===== src/event_sort_reverse_ties_core_macros.svh =====
// Assertion macros shared by the sorter modules.
`ifndef EVENT_SORT_REVERSE_TIES_CORE_MACROS_SVH
`define EVENT_SORT_REVERSE_TIES_CORE_MACROS_SVH

`ifndef SYNTHESIS

// Expression must hold at every clock edge outside reset.
`define ESRT_ASSERT_ALWAYS(lbl, clk, rst, expr) \
   lbl: assert property (@(posedge clk) disable iff (rst) (expr)) \
      else $error("assertion failed");

// Consequent must hold in the cycle after the antecedent.
`define ESRT_ASSERT_NEXT(lbl, clk, rst, ante, cons) \
   lbl: assert property (@(posedge clk) disable iff (rst) (ante) |=> (cons)) \
      else $error("assertion failed");

`else

`define ESRT_ASSERT_ALWAYS(lbl, clk, rst, expr)
`define ESRT_ASSERT_NEXT(lbl, clk, rst, ante, cons)

`endif

`endif


===== src/esrt_pkg.sv =====
package esrt_pkg;

   localparam int MAX_EVENTS  = 1024;
   localparam int TAG_BITS    = 32;

   localparam int TIME_W      = 64;
   localparam int TAG_OUT_W   = 32;
   localparam int STORE_TAG_W = (TAG_BITS < TAG_OUT_W) ? TAG_BITS : TAG_OUT_W;
   localparam int ADDR_W      = (MAX_EVENTS > 1) ? $clog2(MAX_EVENTS) : 1;
   localparam int CNT_W       = $clog2(MAX_EVENTS + 1);

   typedef enum logic [1:0] {
      ST_ACCEPTED = 2'd0,
      ST_RETURNED = 2'd1,
      ST_EMPTY    = 2'd2,
      ST_DROPPED  = 2'd3
   } esrt_status_type;

   typedef enum logic {
      CMD_PUSH = 1'b0,
      CMD_TAKE = 1'b1
   } esrt_req_cmd_type;

   typedef struct packed {
      logic [TIME_W-1:0]      key;
      logic [STORE_TAG_W-1:0] tag;
   } esrt_entry_type;

   // Controller to datapath
   typedef struct packed {
      logic            capture;
      logic            clear_batch;
      logic            set_reading;
      logic            scan_load;
      logic            scan_step;
      logic            wr_shift;
      logic            wr_new_above;
      logic            wr_new_bottom;
      logic            inc_held;
      logic            rd_take;
      logic            inc_read;
      logic            respond;
      esrt_status_type rsp_status;
   } esrt_cmd_type;

   // Datapath to controller
   typedef struct packed {
      logic reading;
      logic full;
      logic batch_empty;
      logic more_left;
      logic scan_zero;
      logic key_ge;
   } esrt_stat_type;

endpackage


===== src/esrt_ctrl.sv =====
`include "event_sort_reverse_ties_core_macros.svh"

module esrt_ctrl (
   input  logic                    clock,
   input  logic                    reset,
   input  logic                    start,
   input  logic                    req_cmd,
   input  esrt_pkg::esrt_stat_type stat,
   output esrt_pkg::esrt_cmd_type  cmd,
   output logic                    busy
);
   import esrt_pkg::*;

   typedef enum logic [5:0] {
      S_IDLE     = 6'b000001,
      S_PUSH     = 6'b000010,
      S_CMP      = 6'b000100,
      S_PLACE    = 6'b001000,
      S_TAKE     = 6'b010000,
      S_TAKE_OUT = 6'b100000
   } esrt_state_type;

   esrt_state_type state_ff, state_in;
   logic [2:0]     wr_sel;

   always_comb begin
      state_in = state_ff;
      cmd      = '0;
      cmd.rsp_status = ST_ACCEPTED;
      unique case (state_ff)
         S_IDLE: begin
            if (start) begin
               cmd.capture = 1'b1;
               if (esrt_req_cmd_type'(req_cmd) == CMD_TAKE) begin
                  cmd.set_reading = 1'b1;
                  state_in = S_TAKE;
               end else begin
                  // a push after reading began opens a new batch
                  cmd.clear_batch = stat.reading;
                  state_in = S_PUSH;
               end
            end
         end
         S_PUSH: begin
            priority if (stat.full) begin
               cmd.respond    = 1'b1;
               cmd.rsp_status = ST_DROPPED;
               state_in = S_IDLE;
            end else if (stat.batch_empty) begin
               cmd.wr_new_bottom = 1'b1;
               cmd.inc_held      = 1'b1;
               cmd.respond       = 1'b1;
               state_in = S_IDLE;
            end else begin
               cmd.scan_load = 1'b1;
               state_in = S_CMP;
            end
         end
         S_CMP: begin
            // walk down from the top, shifting entries not below the new key
            if (stat.key_ge) begin
               cmd.wr_shift = 1'b1;
               if (stat.scan_zero) begin
                  state_in = S_PLACE;
               end else begin
                  cmd.scan_step = 1'b1;
               end
            end else begin
               cmd.wr_new_above = 1'b1;
               cmd.inc_held     = 1'b1;
               cmd.respond      = 1'b1;
               state_in = S_IDLE;
            end
         end
         S_PLACE: begin
            cmd.wr_new_bottom = 1'b1;
            cmd.inc_held      = 1'b1;
            cmd.respond       = 1'b1;
            state_in = S_IDLE;
         end
         S_TAKE: begin
            if (stat.more_left) begin
               cmd.rd_take = 1'b1;
               state_in = S_TAKE_OUT;
            end else begin
               cmd.respond    = 1'b1;
               cmd.rsp_status = ST_EMPTY;
               state_in = S_IDLE;
            end
         end
         S_TAKE_OUT: begin
            cmd.respond    = 1'b1;
            cmd.rsp_status = ST_RETURNED;
            cmd.inc_read   = 1'b1;
            state_in = S_IDLE;
         end
         default: begin
            state_in = S_IDLE;
         end
      endcase
   end

   always_ff @(posedge clock) begin
      if (reset) begin
         state_ff <= S_IDLE;
      end else begin
         state_ff <= state_in;
      end
   end

   assign busy   = (state_ff != S_IDLE);
   assign wr_sel = {cmd.wr_shift, cmd.wr_new_above, cmd.wr_new_bottom};

   `ESRT_ASSERT_NEXT(a_accept_goes_busy, clock, reset, start && !busy, busy)
   `ESRT_ASSERT_NEXT(a_respond_then_idle, clock, reset, cmd.respond, !busy)
   `ESRT_ASSERT_ALWAYS(a_one_write, clock, reset, $onehot0(wr_sel))

endmodule


===== config.mk =====
export PLATFORM = sky130hd
export DESIGN_NAME = esrt_ctrl
export DESIGN_NICKNAME = d
export VERILOG_FILES = /design/src/esrt_pkg.sv /design/src/esrt_ctrl.sv
export VERILOG_INCLUDE_DIRS = /design/src /design/src/src
export SDC_FILE = /design/constraint.sdc
export NUM_CORES = 1
export LEC_CHECK = 0
export BUFFER_PORTS_ARGS = -buffer_cell sky130_fd_sc_hd__buf_2
export CAP_MARGIN = 25
export CORE_AREA = 2 2 39 41
export CTS_CLUSTER_DIAMETER = 100
export CTS_CLUSTER_SIZE = 20
export DETAILED_ROUTE_END_ITERATION = 10
export DIE_AREA = 0 0 41 43
export GPL_TIMING_DRIVEN = 0
export PLACE_DENSITY = 0.77
export SLEW_MARGIN = 25
export SYNTH_ARGS = -nofsm -noshare
export SYNTH_HDL_FRONTEND = slang
export SYNTH_SLANG_ARGS = --single-unit

===== constraint.sdc =====
create_clock -name clock -period 2.3 [get_ports clock]
set_input_delay 0.46 -clock clock [delete_from_list [all_inputs] [get_ports clock]]
set_output_delay 0.46 -clock clock [all_outputs]
set_load 0.1 [all_outputs]

==> flow_summary.json <==
{
  "core_area_um2": 1384,
  "tns_ns": -0.04738,
  "critPathMaxFanout": 5,
  "drt-initial-drc-count": 17,
  "grt_overflow": 0,
  "syn_area_um2": 483.0,
  "cp_cell_sequence": "or4_4 > nor4b_4 > nand3b_1 > buf_12",
  "clkTransAtPathRegs_ns": 0.04,
  "status": "finished, violations left",
  "ir_drop_v": 0.0002530,
  "cap_violations": 0,
  "synth_cells": 56,
  "finalInstanceArea_um2": 838.3,
  "cts_sinks": 6,
  "regMostFlops": "state_ff",
  "holdCritStartpoint": "req_cmd",
  "crit_path_start": "state_ff[3]",
  "relSlewSlack_pct": 67.26,
  "cts_hold_buf": 0,
  "finalCritPeriodShare_pct": 101.4,
  "die_h_um": 43,
  "grt_pass1_wl_mm": 2.159,
  "met1_usage_pct": 19.81,
  "rows": 14,
  "max_freq_ghz": 0.4289,
  "largest_register_ffs": 6,
  "routedWlPerCell_um": 14.45,
  "dp_cells": 96,
  "cts_tree": "done",
  "worst-setup-path-type": "reg2out",
  "ys_types": 29,
  "critPathLaunchType": "register",
  "grt.total_usage_pct": 18.03,
  "clk_latency_ns": 0.25,
  "worst_slack_ns": -0.03181,
  "leakage_nw": 0.3862,
  "skew_ns": 0.004756,
  "port_buffers": 24,
  "tightest_slew_ns": 0.4945,
  "finalHoldViolations": 0,
  "cts_buffer_depth": 2,
  "place_area_um2": 664.4,
  "htree_levels": 1,
  "grt_use_met3_pct": 4.712,
  "avgSynthCellArea_um2": 8.624,
  "layout.nets": 99,
  "fin_cells": 103,
  "slowest_delay_ns": 0.59,
  "setup_viol": 3,
  "synth-seq-cells": 6,
  "arrival_ns": 1.87,
  "use_met2_pct": 30.31,
  "n_antenna_cell": 0,
  "drc": 0,
  "drive_above_1_share_pct": 64.37,
  "largest_registers": "state_ff: 6 flops",
  "place.detailed.hpwl_um": 952.8,
  "yosysSeqAreaShare_pct": 24.87,
  "rr_startpoint": "state_ff[3]",
  "viasPerCell": 5.612,
  "antenna_found_initial": 0,
  "area.growth.synth_to_final_pct": 73.58,
  "via_count": 578,
  "die_w_um": 41,
  "slew_violations": 0,
  "ant_nets": 0,
  "pin_count": 25,
  "start_util_pct": 34.90,
  "crit_required_ns": 1.84,
  "hold_ws_ns": 0.3901,
  "top_usage_layer": "met2",
  "place_congestion": 0.7198,
  "grt_max_degree": 10,
  "violations": "setup timing",
  "cp_num_buf_inv": 1,
  "firstDrtPassIters": 6,
  "hold_path.class": "in2reg",
  "grt_pass1_vias": 528,
  "ys_warn_count": 0,
  "cp-end-kind": "output pin",
  "cp_top_family": "simple AND/OR/NAND/NOR gates",
  "routed_wirelength_mm": 1.488,
  "dieArea_um2": 1763,
  "mappedNetlistNets": 66,
  "cts_root_buffer": "clkbuf_4",
  "finalCriticalPeriod_ns": 2.332,
  "cts_made_buffers": 3,
  "fill_cells": 120,
  "critical_path.slowest_cell": "or4_4",
  "rsz0062_at_grt": "true",
  "power-per-cell-area_nw_per_um2": 413.9
}
layout by cell type (no fill, tap or decap), drive strengths merged, types with 2 or more instances in the layout:
cell,Yosys,final
nand2,6,6
nand3b,5,5
nor4,4,4
inv,3,2
dfxtp,6,6
and2b,2,2
nor3,5,5
clkbuf,0,8
and3b,2,2
nand3,2,2
nor2,4,4
buf,2,25
report_power, final:
part | switching [W] | leakage (nW) | internal (W)
clock network | 0.0000406 | 0.0138 | 0.0000592
registers | 0.00000344 | 0.0504 | 0.000106
logic | 0.0000935 | 0.322 | 0.0000447
worst paths after layout:
| kind | endpoint | slack, ns | cells past startpoint |
|---|---|---|---|
| worst max-delay path | cmd[5] | -0.03 | 4 |
| worst max register to register | state_ff[2] | 0.77 | 4 |
| worst min-delay path | state_ff[1] | 0.39 | 2 |
| worst min register to register | state_ff[0] | 0.61 | 2 |
through the flow:
step / worst slack [ns] / total power [W] / utilization (%)
6_report: -0.03181 / 0.0003470 / 60.58
5_1_grt: -0.1099 / 0.0003597 / 60.58
4_1_cts: -0.05279 / 0.0003388 / 56.42
3_5_place_dp: -0.03466 / 0.0002313 / 48.01
3_3_place_gp: -0.01673 / 0.0002292 / 48.01
2_1_floorplan: -1.096 / 0.0002078 / -
kinds of logic after synthesis:
family / after synthesis / synth area share, %
simple gates: 38 / 56.48
flops: 6 / 24.87
buf+inv: 5 / 6.994
xor+xnor: 1 / 1.814
compound gates: 6 / 9.845
routing by layer:
| metal | vias to the layer above | wire length [um] |
|---|---|---|
| met2 | 26 | 855 |
| li1 | 271 | - |
| met1 | 274 | 515 |
| met3 | 7 | 87 |
| met5 | - | 0 |
| met4 | 0 | 29 |
Yosys cell counts:
master / number / share of area (%)
or2b_1: 1 / 1.6
nand3b_1: 5 / 7.8
nor3_2: 2 / 4.1
o21bai_1: 1 / 1.6
nand2b_1: 1 / 1.3
nand3_1: 2 / 2.1
o31ai_1: 1 / 1.6
dfxtp_1: 6 / 25
nor3_1: 3 / 3.1
and2b_1: 1 / 1.6
nand4_1: 1 / 1.3
or2_2: 1 / 1.3
and2b_2: 1 / 1.8
buf_6: 2 / 4.7
and3b_2: 2 / 4.1
and3_1: 1 / 1.3
inv_1: 3 / 2.3
nor4_1: 3 / 3.9
nand4b_1: 1 / 1.8
o21ai_0: 1 / 1.0
a21oi_2: 1 / 1.8
xor2_1: 1 / 1.8
nor4_4: 1 / 4.4
nand2_1: 6 / 4.7
o32ai_1: 1 / 1.8
nor2_1: 4 / 3.1
o21ba_1: 1 / 2.1
or4_4: 1 / 2.3
nor4b_4: 1 / 4.9
final cells by class:
class / count / area [um^2] / share of cell area (%)
multi-input combinational: 45 / 384.1 / 45.82
timing repair buffer: 29 / 254.0 / 30.30
sequential: 6 / 131.4 / 15.67
clock buffer: 3 / 22.52 / 2.687
tap: 16 / 20.02 / 2.388
inverter: 3 / 15.01 / 1.791
buffer: 1 / 11.26 / 1.343
what timing repair did:
action	CTS	global route
hold endpoints to repair	0	0
pin swaps	3	2
resized for setup	23	15
endpoints found under the setup margin	12	13
setup buffers	5	0
(Power assumes the default switching activity.)
